**src/sv/gcdff_pkg.sv**
```systemverilog
// ----------------------------------------------------------------------------
// gcdff_pkg
// Shared types and constants of the gravity-compensation direction and
// feed-forward unit: register indexes, mode codes, filter constants, and the
// configuration and queue entry structs.
// ----------------------------------------------------------------------------
`default_nettype none

package gcdff_pkg;

  localparam int CFG_IDX_W  = 3;
  localparam int CFG_DATA_W = 32;

  // register indexes
  localparam logic [CFG_IDX_W-1:0] REG_SHOULDER_THR = 3'd0;
  localparam logic [CFG_IDX_W-1:0] REG_ELBOW_THR    = 3'd1;
  localparam logic [CFG_IDX_W-1:0] REG_MIN_ELEV     = 3'd2;
  localparam logic [CFG_IDX_W-1:0] REG_COEFF_SQUARE = 3'd3;
  localparam logic [CFG_IDX_W-1:0] REG_COEFF_LINEAR = 3'd4;
  localparam logic [CFG_IDX_W-1:0] REG_COEFF_OFFSET = 3'd5;
  localparam logic [CFG_IDX_W-1:0] REG_ELBOW_PRESS  = 3'd6;
  localparam logic [CFG_IDX_W-1:0] REG_SYNERGY_MODE = 3'd7;

  // synergy modes; the fourth code means off
  localparam logic [1:0] MODE_OFF  = 2'd0;
  localparam logic [1:0] MODE_EXT  = 2'd1;
  localparam logic [1:0] MODE_FLEX = 2'd2;

  localparam int SHOULDER_ALPHA_Q8      = 26;
  localparam int ELBOW_ALPHA_Q8         = 26;
  localparam int SHOULDER_PERSIST_LIMIT = 15;
  localparam int ELBOW_PERSIST_LIMIT    = 15;
  localparam int PERSIST_W              = 5;
  localparam int TREND_W                = 24;

  localparam logic [15:0] ELBOW_PRESSURE_RST = 16'd2560;

  localparam int QUEUE_DEPTH = 2;

  typedef struct packed {
    logic        [14:0] shoulder_dir_threshold;
    logic        [14:0] elbow_dir_threshold;
    logic signed [15:0] min_elevation;
    logic signed [31:0] coeff_square;
    logic signed [31:0] coeff_linear;
    logic signed [31:0] coeff_offset;
    logic        [15:0] elbow_pressure;
    logic        [1:0]  synergy_mode;
  } gcdff_cfg_t;

  // one classified sample, handed from the front to the back
  typedef struct packed {
    logic signed [15:0] elevation;
    logic               ff_enable;
    logic               lift;
    logic               elbow_latch;
  } gcdff_entry_t;

endpackage

`default_nettype wire

```
**src/sv/gcdff_queue.sv**
```systemverilog
// ----------------------------------------------------------------------------
// gcdff_queue
// Short FIFO of classified samples between the front and the back.
// ----------------------------------------------------------------------------
`default_nettype none

module gcdff_queue (
  input  wire logic                    clk,
  input  wire logic                    rst_n,
  input  wire logic                    push_valid,
  output logic                         push_ready,
  input  wire gcdff_pkg::gcdff_entry_t push_data,
  output logic                         pop_valid,
  input  wire logic                    pop_ready,
  output gcdff_pkg::gcdff_entry_t      pop_data
);

  localparam int DEPTH = gcdff_pkg::QUEUE_DEPTH;
  localparam int AW    = (DEPTH > 1) ? $clog2(DEPTH) : 1;
  localparam int CW    = $clog2(DEPTH + 1);

  gcdff_pkg::gcdff_entry_t slot_r [DEPTH];
  logic [AW-1:0] wptr_r, rptr_r;
  logic [CW-1:0] count_r;
  logic          do_push, do_pop;

  assign push_ready = (count_r != CW'(DEPTH));
  assign pop_valid  = (count_r != '0);
  assign pop_data   = slot_r[rptr_r];
  assign do_push    = push_valid && push_ready;
  assign do_pop     = pop_valid && pop_ready;

  always_ff @(posedge clk) begin
    if (!rst_n) begin
      wptr_r  <= '0;
      rptr_r  <= '0;
      count_r <= '0;
    end else begin
      if (do_push) begin
        wptr_r <= (wptr_r == AW'(DEPTH - 1)) ? '0 : wptr_r + AW'(1);
      end
      if (do_pop) begin
        rptr_r <= (rptr_r == AW'(DEPTH - 1)) ? '0 : rptr_r + AW'(1);
      end
      if (do_push && !do_pop) begin
        count_r <= count_r + CW'(1);
      end else if (do_pop && !do_push) begin
        count_r <= count_r - CW'(1);
      end
    end
  end

  always_ff @(posedge clk) begin
    if (do_push) begin
      slot_r[wptr_r] <= push_data;
    end
  end

`ifndef SYNTHESIS
  a_count_bound: assert property (@(posedge clk) disable iff (!rst_n)
    count_r <= CW'(DEPTH))
    else $error("queue count beyond depth");
  a_full_no_grow: assert property (@(posedge clk) disable iff (!rst_n)
    (count_r == CW'(DEPTH)) && !do_pop |=> count_r == CW'(DEPTH))
    else $error("full queue changed without a pop");
  a_empty_stays: assert property (@(posedge clk) disable iff (!rst_n)
    !pop_valid && !push_valid |=> !pop_valid)
    else $error("empty queue produced an entry");
`endif

endmodule

`default_nettype wire

```
**config.mk**
```make
export PLATFORM = sky130hd
export DESIGN_NAME = gcdff_queue
export DESIGN_NICKNAME = d
export VERILOG_FILES = /design/src/sv/gcdff_pkg.sv /design/src/sv/gcdff_queue.sv
export SDC_FILE = /design/constraint.sdc
export NUM_CORES = 1
export LEC_CHECK = 0
export CAP_MARGIN = 20
export CORE_MARGIN = 2
export CORE_UTILIZATION = 55
export DETAILED_ROUTE_END_ITERATION = 16
export DONT_BUFFER_PORTS = 1
export GPL_TIMING_DRIVEN = 1
export PLACE_DENSITY_LB_ADDON = 0.15
export SLEW_MARGIN = 20
export SYNTH_ARGS = -nofsm -noshare
export SYNTH_HDL_FRONTEND = slang
export SYNTH_SLANG_ARGS = --single-unit
```
**constraint.sdc**
```tcl
create_clock -name clk -period 3.21 [get_ports clk]
set_clock_uncertainty 0.15 [all_clocks]
set_input_delay 0.4815 -clock clk [delete_from_list [all_inputs] [get_ports clk]]
set_output_delay 0.4815 -clock clk [all_outputs]
set_load 0.02 [all_outputs]
```
Word-level counts from Yosys, hierarchy flattened
Memory sizes are Yosys's and may differ from the RTL's. A register that Yosys moved wholly into a read port is not among the register bits.
Index checks and enable logic that the tools add are counted.
{"block": "word_totals", "register_bits": 4, "ram_bits": 38, "wordCells": 25, "n_memories": 1}
{"memory": "slot_r", "depth": 2, "word_bits": 19, "read_ports": 1, "rd_ports_with_merged_regs": 1, "write_ports": 1, "line_no": "gcdff_queue.sv:22", "text": "gcdff_pkg::gcdff_entry_t slot_r [DEPTH];"}
{"block": "classes", "addsub": 4, "n_eq_ne": 1, "n_mux": 8, "n_reduce_logical": 8}
{"cell": "1-bit 2-to-1 mux", "count": 6}
{"cell": "1-bit logical AND", "count": 4}
{"cell": "2-bit 2-to-1 mux", "count": 2}
{"cell": "2-bit nonzero test", "count": 2}
{"cell": "1-bit adder, second input constant", "count": 2}
{"cell": "2-bit by 1-bit adder with 2-bit output, second input constant", "count": 1}
{"cell": "1-bit logical NOT", "count": 2}
{"cell": "2-bit inequality test, second input constant", "count": 1}
{"cell": "2-bit by 1-bit subtractor with 2-bit output, second input constant", "count": 1}

Depth between registers and ports, before layout
{"block": "logic_depth", "word_depth": 6, "depth_mapped": 6}

Worst setup path before layout
Ideal clock, no wire load.
{"block": "synth_path", "path_kind": "reg2out", "from": "reg (tool-made name)", "to": "out pop_data[10] (netlist bit)", "arrival_time_ns": 1.059, "required_time_ns": 2.579, "setup_slack_ns": 1.519, "stages_incl_launch_ff": 4, "path_cell_list": "dfxtp_1 > buf_2 > buf_4 > mux2_2"}
{"item": "end: declaration", "line_no": "gcdff_queue.sv:15", "text": "output gcdff_pkg::gcdff_entry_t pop_data"}

==> flow_metrics.tcl <==
set metrics [dict create \
    cp.required_ns 2.58 \
    numCtsBuffers 5 \
    globalRoute.totalOverflow 0 \
    m1WireLength_um 767 \
    cts_root_buffer "clkbuf_4" \
    slowest_stage "dfxtp_1" \
    crit_type "register to primary output" \
    fin_setup_tns_ns 0 \
    maxSlewViolCount 0 \
    layout.cells.non_filler 120 \
    start_util_pct 58.4 \
    drtIter0Drc 11 \
    path_clk_slew_ns 0.11 \
    rsz0062_at_grt "false" \
    cts.sinks 43 \
    synth-main-ff-cell "edfxtp_1" \
    status "completed" \
    ys_seq_area_share_pct 77.1 \
    postCtsHoldBufs 0 \
    grt_pass1_wl_mm 3.30 \
    p_per_area_nw_per_um2 822 \
    slew_headroom_pct 41.5 \
    die_h_um 58.1 \
    dieArea_um2 3380 \
    drive_above_1_share_pct 33.7 \
    peakVddDrop_mv 0.531 \
    ys_warn_count 0 \
    gp_routability_congestion 0.643 \
    wl_met3_um 225 \
    die_w_um 58.1 \
    fmax_ghz 0.431 \
    path_cells "mux2_2" \
    numPortBuffers 0 \
    cp_max_fo 19 \
    async_reset_ff_share_pct 0 \
    diodes 0 \
    post_cts_buffers 0 \
    yosysMostFrequentCell "edfxtp_1" \
    rows 19 \
    highest_layer "met4" \
    dr_wl_met2_mm 1.10 \
    end_kind "primary output" \
    place_inst 112 \
    coreArea_um2 2760 \
    htree_levels 2 \
    vias 671 \
    synth_cells 83 \
    grt_max_degree 20 \
    synth_edf_count 38 \
    drv_cap 0 \
    nets 112 \
    worst_pin_slew_ns 0.877 \
    cellLeakagePower_nw 0.567 \
    synth_seq_cells 43 \
    dr.pass1.iters 2 \
    syn_nets 107 \
    first_global_vias 758 \
    cts_tree "yes" \
    synth_common_cells "edfxtp_1, mux2_2, dfxtp_1" \
    final-setup-viol-count 0 \
    pin_count 44 \
    syn_to_final_growth_pct 6.14 \
    synth_area_um2 1610 \
    clockBufferDepth 2 \
    cts_resized 0 \
    clkLatencyLatePin_ns 0.34 \
    synth_top_area_cell "edfxtp_1" \
    antenna_found_initial 0 \
    wl_per_cell_um 17.6 \
    place_hpwl_mm 1.35 \
    syn_avg_cell_area_um2 19.4 \
    final_antenna_net_count 0 \
    crit_path_start_kind "register" \
    max_stage_delay_ns 0.87 \
    setup_ws_ns 0.888 \
    synth.area.top_cells "edfxtp_1, mux2_2, dfxtp_1" \
    period_share_pct 72.3 \
    route.detailed.drc 0 \
    grt_use_total_pct 13.9 \
    hold_class "input port to register" \
    crit_family "flip-flops" \
    period_needed_ns 2.32 \
    routed_via_density 5.59 \
    crit_arrival_ns 1.69 \
    hold_viol_final 0 \
    synth_top_area_share_pct 70.9 \
    synth.distinct_cells 20 \
    place_ws_ns 1.22 \
    path_buf_inv 0 \
    drt_wl_total_mm 2.12 \
]
-- report_power, final --
group          switching, mW  internal, mW  leakage [nW]
Sequential            0.0607         0.703         0.396
Clock                  0.159         0.128        0.0375
Combinational          0.212         0.142         0.133
Total                  0.431         0.973         0.567
-- layout make-up --
cell class                 count  area, µm²
fill                         191       1050
sequential                    43       1240
clock buffer                   7       65.1
inverter                       1       3.75
clock inverter                 1       7.51
multi-input combinational     37        353
tap                           31       38.8
-- cell usage in the layout (no fill, tap or decap), drive strengths merged --
cell type / n
or3: 1
mux2: 19
xnor2: 2
ha: 1
and3: 1
nand2b: 1
a21boi: 2
dfxtp: 5
inv: 1
and2: 4
edfxtp: 38
clkinvlp: 1
clkbuf: 7
xor2: 1
a21bo: 1
nand3b: 1
o21ai: 2
or2: 1
-- path summary, 6_finish.rpt --
kind	start	endpoint	slack, ns	depth (start not counted)
hold reg to reg	count_r[1]	count_r[1]	0.43	2
setup reg to reg	count_r[0]	slot_r[1][3]	1.29	2
hold / removal	push_data[18]	slot_r[0][18]	0.08	0
setup / recovery	register	pop_data[2]	0.89	1
-- sequential cells by signal, summed over array words and instances, names as in the netlist, named ones only --
name	cells
wptr_r	1
count_r	2
slot_r	38
rptr_r	1
-- metrics by stage --
stage,hold slack (ns),power [mW],util (%),cell area (µm²)
2_1_floorplan,0.362,1.09,-,1610
3_3_place_gp,0.379,1.13,59.3,1640
3_5_place_dp,0.411,1.14,59.3,1640
4_1_cts,0.0557,1.43,62.0,1710
5_1_grt,0.0427,1.47,62.0,1710
6_report,0.0779,1.40,62.0,1710
-- cell families after synthesis --
kind of cell             Yosys count  synth area share (%)
buffers and inverters              3                  1.01
AND/OR/NAND/NOR                    9                  4.04
XOR/XNOR                           3                  1.63
AO/OA/AOI/OAI                      5                  2.18
multiplexers                      19                  13.3
flip-flops                        43                  77.1
adder cells (fa/ha/maj)            1                 0.777
-- layer usage --
layer | global-route usage, % | vias up
met2 | 24.8 | 29
met1 | 12.1 | 313
li1 | - | 324
met4 | 5.98 | 0
met5 | 0 | -
met3 | 8.93 | 5
No activity file was read; power rests on OpenSTA's default activity.
