$ cat config.mk
export PLATFORM = sky130hd
export DESIGN_NAME = gcdff_front_flat
export DESIGN_NICKNAME = d
export VERILOG_FILES = /design/src/sv/gcdff_pkg.sv /design/src/sv/gcdff_in_if.sv /design/src/sv/gcdff_front.sv /design/src/flat_wrapper.sv
export SDC_FILE = /design/constraint.sdc
export NUM_CORES = 1
export LEC_CHECK = 0
export BUFFER_PORTS_ARGS = -buffer_cell sky130_fd_sc_hd__buf_2
export CORE_UTILIZATION = 29
export DETAILED_ROUTE_END_ITERATION = 16
export PLACE_DENSITY = 0.55
export SYNTH_ARGS = -nofsm -noshare
export SYNTH_HDL_FRONTEND = slang
export SYNTH_SLANG_ARGS = --single-unit
export TNS_END_PERCENT = 1
$ cat constraint.sdc
create_clock -name clk -period 16 [get_ports clk]
set_clock_uncertainty 0.2 [all_clocks]
set_input_delay 0.8 -clock clk [delete_from_list [all_inputs] [get_ports clk]]
set_output_delay 0.8 -clock clk [all_outputs]
set_load 0.005 [all_outputs]
$ cat src/sv/gcdff_pkg.sv
// ----------------------------------------------------------------------------
// gcdff_pkg
// Shared types and constants of the gravity-compensation direction and
// feed-forward unit: register indexes, mode codes, filter constants, and the
// configuration and queue entry structs.
// ----------------------------------------------------------------------------
`default_nettype none

package gcdff_pkg;

  localparam int CFG_IDX_W  = 3;
  localparam int CFG_DATA_W = 32;

  // register indexes
  localparam logic [CFG_IDX_W-1:0] REG_SHOULDER_THR = 3'd0;
  localparam logic [CFG_IDX_W-1:0] REG_ELBOW_THR    = 3'd1;
  localparam logic [CFG_IDX_W-1:0] REG_MIN_ELEV     = 3'd2;
  localparam logic [CFG_IDX_W-1:0] REG_COEFF_SQUARE = 3'd3;
  localparam logic [CFG_IDX_W-1:0] REG_COEFF_LINEAR = 3'd4;
  localparam logic [CFG_IDX_W-1:0] REG_COEFF_OFFSET = 3'd5;
  localparam logic [CFG_IDX_W-1:0] REG_ELBOW_PRESS  = 3'd6;
  localparam logic [CFG_IDX_W-1:0] REG_SYNERGY_MODE = 3'd7;

  // synergy modes; the fourth code means off
  localparam logic [1:0] MODE_OFF  = 2'd0;
  localparam logic [1:0] MODE_EXT  = 2'd1;
  localparam logic [1:0] MODE_FLEX = 2'd2;

  localparam int SHOULDER_ALPHA_Q8      = 26;
  localparam int ELBOW_ALPHA_Q8         = 26;
  localparam int SHOULDER_PERSIST_LIMIT = 15;
  localparam int ELBOW_PERSIST_LIMIT    = 15;
  localparam int PERSIST_W              = 5;
  localparam int TREND_W                = 24;

  localparam logic [15:0] ELBOW_PRESSURE_RST = 16'd2560;

  localparam int QUEUE_DEPTH = 2;

  typedef struct packed {
    logic        [14:0] shoulder_dir_threshold;
    logic        [14:0] elbow_dir_threshold;
    logic signed [15:0] min_elevation;
    logic signed [31:0] coeff_square;
    logic signed [31:0] coeff_linear;
    logic signed [31:0] coeff_offset;
    logic        [15:0] elbow_pressure;
    logic        [1:0]  synergy_mode;
  } gcdff_cfg_t;

  // one classified sample, handed from the front to the back
  typedef struct packed {
    logic signed [15:0] elevation;
    logic               ff_enable;
    logic               lift;
    logic               elbow_latch;
  } gcdff_entry_t;

endpackage

`default_nettype wire

$ cat src/sv/gcdff_in_if.sv
// ----------------------------------------------------------------------------
// gcdff_in_if
// Sample channel: valid/ready request carrying shoulder elevation and elbow
// angle.
// ----------------------------------------------------------------------------
`default_nettype none

interface gcdff_in_if;
  logic               valid;
  logic               ready;
  logic signed [15:0] elevation;
  logic signed [15:0] elbow_angle;

  modport source (output valid, output elevation, output elbow_angle, input ready);
  modport sink   (input valid, input elevation, input elbow_angle, output ready);
endinterface

`default_nettype wire

$ cat src/sv/gcdff_front.sv
// ----------------------------------------------------------------------------
// gcdff_front
// Accept a sample, update the shoulder detector and, with synergy on, the elbow
// detector, and classify the sample for the feed-forward back end.
// ----------------------------------------------------------------------------
`default_nettype none

module gcdff_front (
  input  wire logic                   clk,
  input  wire logic                   rst_n,
  input  wire gcdff_pkg::gcdff_cfg_t  cfg,
  gcdff_in_if.sink                    in_ch,
  output logic                        push_valid,
  input  wire logic                   push_ready,
  output gcdff_pkg::gcdff_entry_t     push_data
);

  localparam int TW = gcdff_pkg::TREND_W;
  localparam int PW = gcdff_pkg::PERSIST_W;

  // trend' = floor((a*diff*128 + (256-a)*trend + 128) / 256)
  function automatic logic signed [TW-1:0] smooth(input logic signed [TW-1:0] trend,
                                                  input logic signed [16:0]   diff,
                                                  input int                   alpha);
    logic signed [35:0] a_s;
    logic signed [35:0] num;
    a_s = 36'(alpha);
    num = a_s * 36'(diff) * 36'sd128 + (36'sd256 - a_s) * 36'(trend) + 36'sd128;
    return num[TW+7:8];
  endfunction

  function automatic logic [TW-1:0] magnitude(input logic signed [TW-1:0] v);
    return v[TW-1] ? TW'(-v) : TW'(v);
  endfunction

  logic                 busy_r;
  logic signed [15:0]   elev_r;
  logic signed [15:0]   elbow_r;

  logic signed [15:0]   last_elev_r, last_elev_nxt;
  logic signed [TW-1:0] sh_trend_r, sh_trend_nxt;
  logic [PW-1:0]        sh_persist_r, sh_persist_nxt;
  logic                 lift_r, lift_nxt;
  logic signed [15:0]   last_elbow_r, last_elbow_nxt;
  logic signed [TW-1:0] el_trend_r, el_trend_nxt;
  logic [PW-1:0]        el_persist_r, el_persist_nxt;
  logic                 el_latch_r, el_latch_nxt;

  logic                 fire;
  logic                 synergy_on;
  logic signed [TW-1:0] sh_trend_new;
  logic signed [TW-1:0] el_trend_new;

  assign in_ch.ready = !busy_r;
  assign push_valid  = busy_r;
  assign fire        = busy_r && push_ready;
  assign synergy_on  = (cfg.synergy_mode == gcdff_pkg::MODE_EXT) ||
                       (cfg.synergy_mode == gcdff_pkg::MODE_FLEX);

  always_comb begin
    sh_trend_new = smooth(sh_trend_r, 17'(elev_r) - 17'(last_elev_r),
                          gcdff_pkg::SHOULDER_ALPHA_Q8);
    el_trend_new = smooth(el_trend_r, 17'(elbow_r) - 17'(last_elbow_r),
                          gcdff_pkg::ELBOW_ALPHA_Q8);

    sh_trend_nxt   = sh_trend_new;
    last_elev_nxt  = elev_r;
    sh_persist_nxt = sh_persist_r;
    lift_nxt       = lift_r;
    if (magnitude(sh_trend_new) > {2'b00, cfg.shoulder_dir_threshold, 7'd0}) begin
      if (sh_persist_r < PW'(gcdff_pkg::SHOULDER_PERSIST_LIMIT)) begin
        sh_persist_nxt = sh_persist_r + PW'(1);
      end else begin
        lift_nxt = !sh_trend_new[TW-1] && (sh_trend_new != '0);
      end
    end else begin
      sh_persist_nxt = '0;
    end

    el_trend_nxt   = el_trend_r;
    last_elbow_nxt = last_elbow_r;
    el_persist_nxt = el_persist_r;
    el_latch_nxt   = el_latch_r;
    if (synergy_on) begin
      el_trend_nxt   = el_trend_new;
      last_elbow_nxt = elbow_r;
      if (!el_latch_r) begin
        if (magnitude(el_trend_new) > {2'b00, cfg.elbow_dir_threshold, 7'd0}) begin
          if (el_persist_r < PW'(gcdff_pkg::ELBOW_PERSIST_LIMIT)) begin
            el_persist_nxt = el_persist_r + PW'(1);
          end else if ((cfg.synergy_mode == gcdff_pkg::MODE_EXT && el_trend_new[TW-1]) ||
                       (cfg.synergy_mode == gcdff_pkg::MODE_FLEX && !el_trend_new[TW-1] &&
                        el_trend_new != '0)) begin
            el_latch_nxt = 1'b1;
          end
        end else begin
          el_persist_nxt = '0;
        end
      end
    end

    push_data.elevation   = elev_r;
    push_data.ff_enable   = lift_nxt && (elev_r > cfg.min_elevation);
    push_data.lift        = lift_nxt;
    push_data.elbow_latch = el_latch_nxt;
  end

  always_ff @(posedge clk) begin
    if (!rst_n) begin
      busy_r       <= 1'b0;
      last_elev_r  <= '0;
      sh_trend_r   <= '0;
      sh_persist_r <= '0;
      lift_r       <= 1'b0;
      last_elbow_r <= '0;
      el_trend_r   <= '0;
      el_persist_r <= '0;
      el_latch_r   <= 1'b0;
    end else begin
      if (in_ch.valid && in_ch.ready) begin
        busy_r <= 1'b1;
      end else if (fire) begin
        busy_r <= 1'b0;
      end
      if (fire) begin
        last_elev_r  <= last_elev_nxt;
        sh_trend_r   <= sh_trend_nxt;
        sh_persist_r <= sh_persist_nxt;
        lift_r       <= lift_nxt;
        last_elbow_r <= last_elbow_nxt;
        el_trend_r   <= el_trend_nxt;
        el_persist_r <= el_persist_nxt;
        el_latch_r   <= el_latch_nxt;
      end
    end
  end

  always_ff @(posedge clk) begin
    if (in_ch.valid && in_ch.ready) begin
      elev_r  <= in_ch.elevation;
      elbow_r <= in_ch.elbow_angle;
    end
  end

`ifndef SYNTHESIS
  a_latch_holds: assert property (@(posedge clk) disable iff (!rst_n)
    el_latch_r |=> el_latch_r)
    else $error("elbow latch dropped without reset");
  a_lift_only_on_push: assert property (@(posedge clk) disable iff (!rst_n)
    !fire |=> $stable(lift_r))
    else $error("lift flag changed without a sample");
  a_persist_bound: assert property (@(posedge clk) disable iff (!rst_n)
    sh_persist_r <= PW'(gcdff_pkg::SHOULDER_PERSIST_LIMIT) &&
    el_persist_r <= PW'(gcdff_pkg::ELBOW_PERSIST_LIMIT))
    else $error("persistence counter beyond limit");
  a_push_frees: assert property (@(posedge clk) disable iff (!rst_n)
    fire |=> !busy_r)
    else $error("front stayed busy after push");
`endif

endmodule

`default_nettype wire

$ cat src/flat_wrapper.sv
// flat-port wrapper written by rule: the top's interface ports become plain ports
module gcdff_front_flat 
  (clk, rst_n, cfg, push_valid, push_ready, push_data, in_ch_valid, in_ch_elevation, in_ch_elbow_angle, in_ch_ready);
  gcdff_in_if in_ch_i ();
  input  wire logic clk;
  input  wire logic rst_n;
  input  wire gcdff_pkg::gcdff_cfg_t cfg;
  output logic push_valid;
  input  wire logic push_ready;
  output gcdff_pkg::gcdff_entry_t push_data;
  input wire logic [$bits(in_ch_i.valid)-1:0] in_ch_valid;
  input wire logic [$bits(in_ch_i.elevation)-1:0] in_ch_elevation;
  input wire logic [$bits(in_ch_i.elbow_angle)-1:0] in_ch_elbow_angle;
  output wire logic [$bits(in_ch_i.ready)-1:0] in_ch_ready;
  assign in_ch_i.valid = in_ch_valid;
  assign in_ch_i.elevation = in_ch_elevation;
  assign in_ch_i.elbow_angle = in_ch_elbow_angle;
  assign in_ch_ready = in_ch_i.ready;
  gcdff_front u_core (.clk(clk), .rst_n(rst_n), .cfg(cfg), .in_ch(in_ch_i), .push_valid(push_valid), .push_ready(push_ready), .push_data(push_data));
endmodule
[Word level (Yosys, flattened, before mapping)]
Cells that the tools add are included.
Operators by class
  add/sub/neg operators: 10
  multiply operators: 4
  magnitude comparators: 5
  eq/ne operators: 4
  multiplexer cells: 15
  bitwise gates (word level): 1
  reduce and logical (&&, ||, !) cells: 18
Operators with widths (count)
  $add A32 B32 Y32: 2
  $add A32 B9 Y32 const B: 2
  $mul A8 B24 Y31 const A: 2
  $gt A24 B22 Y1: 2
  $mux W24: 2
  $neg A24 Y24: 2
  $reduce_bool A24 Y1: 2
  $mul A5 B17 Y22 const A: 2
  $sub A16 B16 Y17: 2
  $mux W5: 4
  $gt A16 B16 Y1: 1
  $add A5 B1 Y5 const B: 2
  $lt A5 B4 Y1 const B: 2
  $mux W1: 9
  $logic_and A1 B1 Y1: 7
  $ne A2 B2 Y1 const B: 2
  $reduce_and A2 Y1: 2
  $reduce_and A4 Y1: 1
  $logic_not A1 Y1: 3
  $eq A2 B1 Y1 const B: 1
  $eq A2 B2 Y1 const B: 1
  $logic_or A1 B1 Y1: 2
  $reduce_bool A2 Y1: 1
  $not A1 Y1: 1
Storage, ports and cells
  bits in registers: 125
  logic and storage cells: 68

[Depth between registers and ports, before layout]
Gate-level depths: netlist of run 1.
  word-level depth: 13
  depth in mapped cells: 50
  depth with buffers taken out: 48

[Worst setup path after synthesis of run 1]
No wires, ideal clock.
  path type: register -> output
  start: register u_core.last_elbow_r[1]
  end: output push_data[0] (netlist name)
  arrival time: 9388 ps
  data required time: 15000 ps
  slack: 5612 ps
  stages on the path, launching flop included: 49
  buffers on the path: 3
  path through: dfxtp_1 > inv_1 > ha_1 > nor2b_1 > o21ai_0 > a21boi_0 > o21ai_0 > a21boi_0 > o21ai_0 > nand2b_1 > xnor2_1 > inv_1 > ha_1 > ha_1 > inv_1 > fa_1 > inv_1 > ha_1 > [13 not listed] > xnor2_1 > clkbuf_1 > clkbuf_1 > nand2_1 > xnor2_1 > ha_1 > a21o_1 > a21o_1 > a21o_1 > a21oi_1 > o221ai_1 > a2111oi_0 > o21bai_1 > nand2_1 > or4bb_1 > nand3_1 > o41ai_1 > buf_4
On the way
  longest elaborated chain between the ends: 13
RTL lines
  start, declared: line gcdff_front.sv:44  | logic signed [15:0] last_elbow_r, last_elbow_nxt;
  start signal, assigned: line gcdff_front.sv:130  | last_elbow_r <= last_elbow_nxt;
  $sub A16 B16 Y17 (*): line gcdff_front.sv:63  | el_trend_new = smooth(el_trend_r, 17'(elbow_r) - 17'(last_elbow_r),
  $mul A5 B17 Y22 (*): line gcdff_front.sv:28  | num = a_s * 36'(diff) * 36'sd128 + (36'sd256 - a_s) * 36'(trend) + 36'sd128;
  $add A32 B32 Y32 (*): line gcdff_front.sv:28
  $add A32 B9 Y32 (*): line gcdff_front.sv:28
  parallel branches: the longest is 6 deep, another holds $neg A24 Y24
  $mux W1 (*): line gcdff_front.sv:88  | if (magnitude(el_trend_new) > {2'b00, cfg.elbow_dir_threshold, 7'd0}) begin
  $mux W1 (*): line gcdff_front.sv:87  | if (!el_latch_r) begin
  $mux W1 (*): line gcdff_front.sv:84  | if (synergy_on) begin
  end, declared: line flat_wrapper.sv:10  | output gcdff_pkg::gcdff_entry_t push_data;
Mark *: on every way between the ends.

==> results.tsv, run 1 <==
metric	value	unit
outcome	finished clean	
clock.fmax	82.5	MHz
fin_ws	3880	ps
area_delta_synth_final	10.1	%
period_needed	12120	ps
worst_slew_pin_slew	993	ps
initial_core_util	29.3	%
first_iter_violations	691	
dieArea	74600	um2
fin_util	32.2	%
critPathArrivalTime	11120	ps
cts_root_buffer	clkbuf_16	
ys_ff_latch	125	
die_h	273	um
timing_worst_setup_path_type	register to output pin	
ys_seq_area_share	13.2	%
maxSlewViolCount	0	
grt_max_degree	85	
drc	0	
n_antenna_cell	0	
synth-edff-count	32	
synthTopCellsByArea	ha_1 (21%), fa_1 (15%), inv_1 (9.5%), dfxtp_1 (8.7%), xnor2_1 (4.9%)	
overflow	0	
rsz0062_at_grt	false	
grt.total_usage	13.8	%
dpl.hpwl	42.6	mm
ys_async_sr_fraction	0	%
grt_pass1_wl	84.0	mm
numCtsBuffers	17	
dr.pass1.iters	5	
grt_pass1_vias	17043	
wire_per_inst	13.7	um
synth_area_per_cell	8.16	um2
ios	217	
cts_resized	0	
synth_top_area_cell	ha_1	
min_path_type	register to register	
worstSetupEndpointType	output pin	
post_cts_buffers	0	
maxCapViolations	0	
path_common_cell	ha_1	
ant_nets	0	
cp_max_fo	21	
final_nets	3399	
relSlewSlack	33.5	%
hold_buffers	0	
port_buffers	104	
finalSetupViolations	0	
synth-main-ff-cell	dfxtp_1	
post-route-period-util	75.7	%
synth_nets	3323	
clk-insertion-delay-late	450	ps
synth_warnings	0	
cts_tree	yes	
yosysTopAreaCellShare	20.7	%
die_w	273	um
drive_above_1_share	6.63	%
htreeDepth	4	
slowest_stage	xnor3_1	
antenna_found_initial	2	
cp.required	15000	ps
gp_congestion	0.840	
ctsLongestPathBuffers	2	
rows	99	
synth_area	21300	um2
cts_sinks	125	
num_vias	17123	
coreArea	72800	um2
viasPerCell	4.68	
tns	0	ps
cp_slowest_stage_delay	740	ps
final_hold_viol_count	0	
path_clk_slew	60	ps
startpoint_type	register	
ys_types	89	
totalWireLength	50.0	mm
syn_inst	2612	
dp_slack	4260	ps
critical path, delay by kind of cell, from the launching register on:
kind                     cells  cell delay, ps
AND/OR/NAND/NOR             10            1760
AO/OA/AOI/OAI               17            4020
buffers and inverters        3             300
flip-flops                   1             470
adder cells (fa/ha/maj)      7            2520
XOR/XNOR                     5            1590
sequential cells by signal (all words and copies together) (netlist names):
register             flops
u_core.sh_trend_r       24
u_core.last_elbow_r     16
u_core.el_trend_r       24
u_core.lift_r            1
u_core.sh_persist_r      5
u_core.el_persist_r      5
u_core.elbow_r          16
u_core.el_latch_r        1
u_core.last_elev_r      16
u_core.elev_r           16
u_core.push_valid        1
through the flow:
stage	hold slack [ps]	instance area, um2	instances
final	260	23500	3660
after CTS	266	23500	3660
after global placement	251	22900	3628
after detailed placement	257	22900	3628
after floorplan	243	21300	2612
after global routing	281	23500	3660
cells by family (layout without fill, tap and decap cells):
| logic type | Yosys count | count (layout) | synth area share [%] |
|---|---|---|---|
| adders and majority gates | 515 | 515 | 36.0 |
| buffers and inverters | 593 | 682 | 10.5 |
| muxes | 6 | 6 | 0.288 |
| and+or+nand+nor | 668 | 668 | 15.4 |
| DFF | 125 | 125 | 13.2 |
| AOI/OAI and AO/OA | 538 | 538 | 17.5 |
| xor gates and xnor gates | 167 | 167 | 6.99 |
cell usage after synthesis (all sizes together), types with 8 or more instances:
master   count
a2111oi     13
a211oi      19
a21boi      73
a21o        45
a21oi      110
a31oi       17
and2        26
and3        19
buf          9
clkbuf      47
dfxtp       93
edfxtp      32
fa         163
ha         352
inv        537
nand2      236
nand2b      24
nand3       47
nand4       27
nor2       125
nor2b       25
nor3        52
nor3b       10
nor4        10
o2111ai      8
o211a       12
o211ai      17
o21a        36
o21ai       92
o21bai      13
o31ai       17
o41ai       11
or2          9
or3         21
or4          9
xnor2      120
xor2        45
final timing paths:
path / startpoint / end / slack (ps) / cells past startpoint
worst min register to register: u_core.last_elbow_r[9]$_SDFFE_PN0P_ / u_core.last_elbow_r[9]$_SDFFE_PN0P_ / 260 / 2
worst max-delay path: u_core.elev_r[1]$_DFFE_PP_ / push_data[2] / 3880 / 42
worst min-delay path: u_core.last_elbow_r[9]$_SDFFE_PN0P_ / u_core.last_elbow_r[9]$_SDFFE_PN0P_ / 260 / 2
worst max register to register: u_core.elbow_r[1]$_DFFE_PP_ / u_core.el_persist_r[1]$_SDFFE_PN0P_ / 5120 / 43
cell usage in the layout (no fill, tap or decap), types with 19 or more instances in the layout:
cell type,instances
nand2b_1,24
nand2_1,235
buf_2,104
ha_1,352
fa_1,163
nor3_1,51
edfxtp_1,32
nor2_1,124
a21o_1,45
o21a_1,36
inv_1,537
and3_1,19
nand3_1,47
xnor2_1,120
dfxtp_1,93
o21ai_0,89
nor2b_1,24
a21boi_0,73
or3_1,21
xor2_1,45
nand4_1,26
a211oi_1,19
a21oi_1,108
and2_1,24
routing by layer:
metal / track usage, % / routed length [um] / vias up
met3: 1.18 / 1220 / 32
met4: 3.20 / 641 / 2
met1: 19.5 / 25900 / 7924
li1: - / - / 8949
met2: 22.4 / 22200 / 216
met5: 0 / 13 / -
area by class of cell:
cell class	count	area, um2
clock buffer	19	433
multi-input combinational	1894	16300
sequential	125	2820
timing repair buffer	113	588
tap	959	1200
fill	7857	49400
inverter	537	2020
clock inverter	13	131
Power of run 1 is not shown: default switching activity piles up to over one toggle a cycle in this logic, so the estimate is an artifact.
==> run 2: changes to the inputs <==
--- a/config.mk
+++ b/config.mk
@@ -8,7 +8,7 @@
 export BUFFER_PORTS_ARGS = -buffer_cell sky130_fd_sc_hd__buf_2
 export CORE_UTILIZATION = 29
 export DETAILED_ROUTE_END_ITERATION = 16
-export PLACE_DENSITY = 0.55
+export PLACE_DENSITY = 0.57
 export SYNTH_ARGS = -nofsm -noshare
 export SYNTH_HDL_FRONTEND = slang
 export SYNTH_SLANG_ARGS = --single-unit
==> constraint.sdc (replaced) <==
create_clock -name clk -period 9.8 [get_ports clk]
set_clock_uncertainty 0.2 [all_clocks]
set_input_delay 0.49 -clock clk [delete_from_list [all_inputs] [get_ports clk]]
set_output_delay 0.49 -clock clk [all_outputs]
set_load 0.005 [all_outputs]
==> results.tsv, run 2 (synthesized netlist as in run 1, its figures left out) <==
metric	value	unit	change
hold_end	u_core.elbow_r[0]$_DFFE_PP_		was u_core.last_elbow_r[9]$_SDFFE_PN0P_
final_cell_mix	inv_1 (532), buf_4 (375), ha_1 (329)		was inv_1 (537), ha_1 (352), nand2_1 (235)
dp_slack	-435	ps	was 4260 ps
numCtsBuffers	17		unchanged
rrSetupSlack	400	ps	was 5120 ps
hp-start	in_ch_elbow_angle[0]		was u_core.last_elbow_r[9]$_SDFFE_PN0P_
worstSetupEndpointType	output pin		unchanged
totalWireLength	54.5	mm	was 50.0 mm
min_path_type	primary input to register		was register to register
critPathArrivalTime	9510	ps	was 11,120 ps
cts_tree	yes		unchanged
cp.required	9110	ps	was 15,000 ps
clock.fmax	98.0	MHz	
die_w	273	um	unchanged
drc	0		unchanged
htreeDepth	4		unchanged
maxCapViolations	0		unchanged
area_delta_synth_final	29.1	%	was 10.1%
slowest_stage	fa_1		was xnor3_1
grt_pass1_wl	90.5	mm	was 84.0 mm
maxSlewViolCount	0		unchanged
reg2reg_to	u_core.el_persist_r[1]$_SDFFE_PN0P_		unchanged
drive_above_1_share	22.3	%	was 6.63%
gp_congestion	0.889		was 0.840
rows	99		unchanged
ios	217		unchanged
grt.total_usage	14.9	%	was 13.8%
initial_core_util	29.3	%	unchanged
violations	setup timing		
n_antenna_cell	0		unchanged
ant_nets	0		unchanged
final_common_cell	inv_1		unchanged
path_common_cell	ha_1		unchanged
num_vias	18694		was 17.1k
rsz0062_at_grt	true		was false
die_h	273	um	unchanged
reg.largest.list	u_core.el_trend_r (24), u_core.sh_trend_r (24)		unchanged
worst_slew_pin_slew	1010	ps	was 993 ps
dr.pass1.iters	7		was 5
port_buffers	104		unchanged
antenna_found_initial	1		was 2
finalSetupViolations	3		was 0
wire_per_inst	13.4	um	was 13.7 um
viasPerCell	4.60		was 4.68
grt_max_degree	96		was 85
dieArea	74600	um2	unchanged
relSlewSlack	32.3	%	was 33.5%
clk-insertion-delay-late	480	ps	was 450 ps
coreArea	72800	um2	unchanged
startpoint_type	register		unchanged
final_nets	3801		was 3,399
timing_worst_setup_path_type	register to output pin		unchanged
final_hold_viol_count	0		unchanged
grt_pass1_vias	18550		was 17.0k
dpl.hpwl	45.3	mm	was 42.6 mm
post-route-period-util	104	%	
cp_slowest_stage_delay	530	ps	was 740 ps
cts_root_buffer	clkbuf_16		unchanged
outcome	finished, violations left		was finished clean
r2r_cells	41		was 43
overflow	0		unchanged
first_iter_violations	766		was 691
rr_startpoint	u_core.el_trend_r[4]$_SDFFE_PN0P_		was u_core.elbow_r[1]$_DFFE_PP_
ctsLongestPathBuffers	2		unchanged
cp_max_fo	4		was 21
path_clk_slew	60	ps	about the same
fin_ws	-399	ps	was 3880 ps
cts_sinks	125		unchanged
min_path_cells	1		was 2
period_needed	10200	ps	
[run 2: cell types whose count changed in the layout (fill, tap and decap cells not counted), moves of 7 or more]
cell           previous run  this run
buf_4                     9       375
dlygate4sd3_1             0        30
ha_1                    352       329
ha_4                      0        21
o21ai_0                  89        69
a21oi_1                 108        89
a21oi_2                   2        19
nor2_1                  124       110
nor2_2                    0        14
o21ai_2                   0        11
xnor2_1                 120       110
xnor2_2                   0        10
o21ai_1                   3        12
o31ai_1                  15         8
[run 2: routing by layer]
metal	vias to the layer above	share of wire, %	GRT usage, %	wire length, um
met5	-	0	0	0
li1	9739	-	-	-
met1	8663	51	20.5	27500
met4	0	2.3	5.06	1230
met2	235	45	24.3	24600
met3	57	2.2	1.38	1180
[run 2: cell type report]
cell class	instances	area, um2
fillers	7520	45300
multi-input cells	1895	17100
repair buffers	514	3730
flip-flops and latches	125	2830
inverters	537	2020
well taps	959	1200
clock buffers	21	472
clock inverters	11	116
[run 2: how the worst max path moves through the flow]
| stage | start | endpoint | cells past startpoint |
|---|---|---|---|
| 6_report | u_core.el_trend_r[4]$_SDFFE_PN0P_ | push_data[0] | 41 |
| 4_1_cts | u_core.elev_r[1]$_DFFE_PP_ | push_data[2] | 45 |
| 5_1_grt | u_core.elev_r[1]$_DFFE_PP_ | push_data[2] | 44 |
| 3_5_place_dp | u_core.elev_r[1]$_DFFE_PP_ | push_data[2] | 46 |
| 2_1_floorplan | u_core.elev_r[1]$_DFFE_PP_ | push_data[2] | 44 |
| 3_3_place_gp | u_core.elev_r[1]$_DFFE_PP_ | push_data[2] | 46 |
[run 2: worst max-delay path: cells and delay by family (launching register included)]
kind	cells	cell delay (ps)
AND/OR/NAND/NOR	9	1490
XOR/XNOR	3	660
adder cells (fa/ha/maj)	7	2810
buffers and inverters	5	550
AO/OA/AOI/OAI	17	3140
flip-flops	1	340
[run 2: per-stage QoR]
step | util, % | TNS [ps] | instance area (um2) | cells | hold slack, ps
after floorplan | - | -11.9 | 21300 | 2612 | 243
after detailed placement | 35.1 | -1210 | 25600 | 3976 | 260
after global placement | 35.1 | -1110 | 25600 | 3976 | 253
final | 37.8 | -1090 | 27500 | 4062 | 29.2
after CTS | 36.8 | -1540 | 26800 | 4053 | 18.6
after global routing | 37.8 | -3000 | 27500 | 4062 | 25.4
[run 2: what timing repair did]
action / CTS / global route
setup endpoints to repair: 9 / 14
resized for setup: 59 / 126
hold endpoints to repair: 30 / 0
setup buffers: 13 / 9
pin swaps: 58 / 89
gates cloned: 2 / 0
hold buffers: 30 / 0
Power of run 2 is left out for the same reason.
==> run 3: changes to the inputs <==
--- a/config.mk
+++ b/config.mk
@@ -6,9 +6,9 @@
 export NUM_CORES = 1
 export LEC_CHECK = 0
 export BUFFER_PORTS_ARGS = -buffer_cell sky130_fd_sc_hd__buf_2
-export CORE_UTILIZATION = 29
+export CORE_UTILIZATION = 56
 export DETAILED_ROUTE_END_ITERATION = 16
-export PLACE_DENSITY = 0.57
+export PLACE_DENSITY = 0.76
 export SYNTH_ARGS = -nofsm -noshare
 export SYNTH_HDL_FRONTEND = slang
 export SYNTH_SLANG_ARGS = --single-unit
==> results.tsv, run 3 (synthesized netlist as in run 1, its figures left out) <==
metric	value	unit	change
slowest_stage	fa_1		unchanged
area_delta_synth_final	21.0	%	was 29.1%
grt_max_degree	96		unchanged
port_buffers	104		unchanged
drive_above_1_share	19.1	%	was 22.3%
cp_slowest_stage_delay	500	ps	was 530 ps
cp_max_fo	6		was 4
timing_worst_setup_path_type	register to output pin		unchanged
die_h	197	um	was 273 um
startpoint	u_core.last_elev_r[1]$_SDFFE_PN0P_		was u_core.el_trend_r[4]$_SDFFE_PN0P_
viasPerCell	5.56		was 4.60
multi_input_area	17100	um2	about the same
fin_ws	-569	ps	was -399 ps
cts_root_buffer	clkbuf_16		unchanged
htreeDepth	4		unchanged
r2r_cells	46		was 41
overflow	0		unchanged
n_antenna_cell	0		unchanged
violations	setup timing		unchanged
final_hold_viol_count	0		unchanged
clock.fmax	96.4	MHz	was 98.0 MHz
totalWireLength	57.7	mm	was 54.5 mm
cts_tree	yes		unchanged
dr.pass1.iters	6		was 7
ctsLongestPathBuffers	2		unchanged
post-route-period-util	106	%	was 104%
fin_util	68.6	%	was 37.8%
final_common_cell	inv_1		unchanged
setup.worst_path.end	push_data[2]		was push_data[0]
first_iter_violations	1195		was 766
critPathArrivalTime	9680	ps	was 9510 ps
startpoint_type	register		unchanged
rsz0062_at_grt	true		unchanged
rr_startpoint	u_core.last_elev_r[1]$_SDFFE_PN0P_		was u_core.el_trend_r[4]$_SDFFE_PN0P_
die_w	197	um	was 273 um
numCtsBuffers	17		unchanged
worst_slew_pin_slew	986	ps	was 1010 ps
final_cell_mix	inv_1 (530), ha_1 (331), buf_4 (265)		was inv_1 (532), buf_4 (375), ha_1 (329)
rows	71		was 99
drc	0		unchanged
final_nets	3673		was 3,801
final_area	25800	um2	was 27,500 um2
relSlewSlack	34.3	%	was 32.3%
reg2reg_to	u_core.sh_persist_r[2]$_SDFFE_PN0P_		was u_core.el_persist_r[1]$_SDFFE_PN0P_
cts_sinks	125		unchanged
reg.largest.list	u_core.el_trend_r (24), u_core.sh_trend_r (24)		unchanged
grt_pass1_wl	93.2	mm	was 90.5 mm
initial_core_util	56.7	%	was 29.3%
maxCapViolations	0		unchanged
clk-insertion-delay-late	460	ps	was 480 ps
outcome	finished, violations left		unchanged
gp_congestion	0.944		was 0.889
grt.total_usage	29.6	%	was 14.9%
antenna_found_initial	0		was 1
grt_pass1_vias	19549		was 18.6k
ant_nets	0		unchanged
coreArea	37600	um2	was 72,800 um2
worstSetupEndpointType	output pin		unchanged
fill_cells	2833		was 7,520
min_path_type	primary input to register		unchanged
ios	217		unchanged
maxSlewViolCount	0		unchanged
min_path_cells	1		unchanged
num_vias	19395		was 18.7k
period_needed	10370	ps	was 10,200 ps
tns	-1390	ps	was -1090 ps
dpl_cell_area	24000	um2	was 25,600 um2
path_common_cell	buf_4		was ha_1
wire_per_inst	16.5	um	was 13.4 um
finalSetupViolations	3		unchanged
dpl.hpwl	44.0	mm	was 45.3 mm
dieArea	38800	um2	was 74,600 um2
path_clk_slew	70	ps	was 60 ps
cp.required	9110	ps	about the same
regArea	2820	um2	was 2830 um2
rrSetupSlack	340	ps	was 400 ps
[run 3: cell count changes in the layout (fill, tap and decap cells not counted), sizes merged]
| cell | change |
|---|---|
| buf | -108 |
| bufbuf | -1 |
| bufinv | -2 |
| clkbuf | -2 |
| clkinv | +2 |
| dlygate4sd3 | -18 |
| inv | +2 |
| xnor3 | -1 |
[run 3: stage by stage]
stage | hold slack [ps] | setup slack, ps | instances
2_1_floorplan | 243 | -11.9 | 2612
3_3_place_gp | 252 | -232 | 3402
3_5_place_dp | 259 | -428 | 3402
4_1_cts | 0.397 | -303 | 3473
5_1_grt | 5.14 | -921 | 3486
6_report | 9.65 | -569 | 3486
[run 3: worst min path at each step]
stage,start,endpoint
after CTS,in_ch_elbow_angle[15],u_core.elbow_r[15]$_DFFE_PP_
after global routing,in_ch_elbow_angle[15],u_core.elbow_r[15]$_DFFE_PP_
after floorplan,u_core.el_latch_r$_SDFFE_PN0P_,u_core.el_latch_r$_SDFFE_PN0P_
after global placement,u_core.last_elev_r[8]$_SDFFE_PN0P_,u_core.last_elev_r[8]$_SDFFE_PN0P_
after detailed placement,u_core.last_elev_r[8]$_SDFFE_PN0P_,u_core.last_elev_r[8]$_SDFFE_PN0P_
final,in_ch_elevation[15],u_core.elev_r[15]$_DFFE_PP_
[run 3: layer usage]
| layer | global-route usage [%] | part of all wire, % | vias to the layer above |
|---|---|---|---|
| li1 | - | - | 9480 |
| met1 | 39.4 | 44 | 9251 |
| met2 | 50.3 | 47 | 556 |
| met3 | 3.81 | 5.3 | 108 |
| met4 | 8.35 | 2.9 | 0 |
| met5 | 0 | 0 | - |
[run 3: timing repair]
action,in CTS,in global routing
gates resized for setup,109,68
cloned,0,0
endpoints found under the hold margin,12,0
pin swaps,103,71
hold buffers,12,0
buffers inserted,27,13
setup endpoints to repair,9,15
[run 3: area by class of cell]
type	instances	area share, %
timing repair buffer	387	10.5
multi-input combinational	1894	66.3
clock buffer	19	1.68
clock inverter	13	0.359
inverter	537	7.82
tap	511	2.48
sequential	125	10.9
[run 3: critical path: cells and delay by family, from the launching register on]
family / cells / cell delay [ps]
adders and majority gates: 7 / 2180
xor gates and xnor gates: 3 / 540
and+or+nand+nor: 10 / 1630
buffers and inverters: 11 / 1370
DFF: 1 / 350
AOI/OAI and AO/OA: 17 / 3160
Power of run 3 is left out for the same reason.
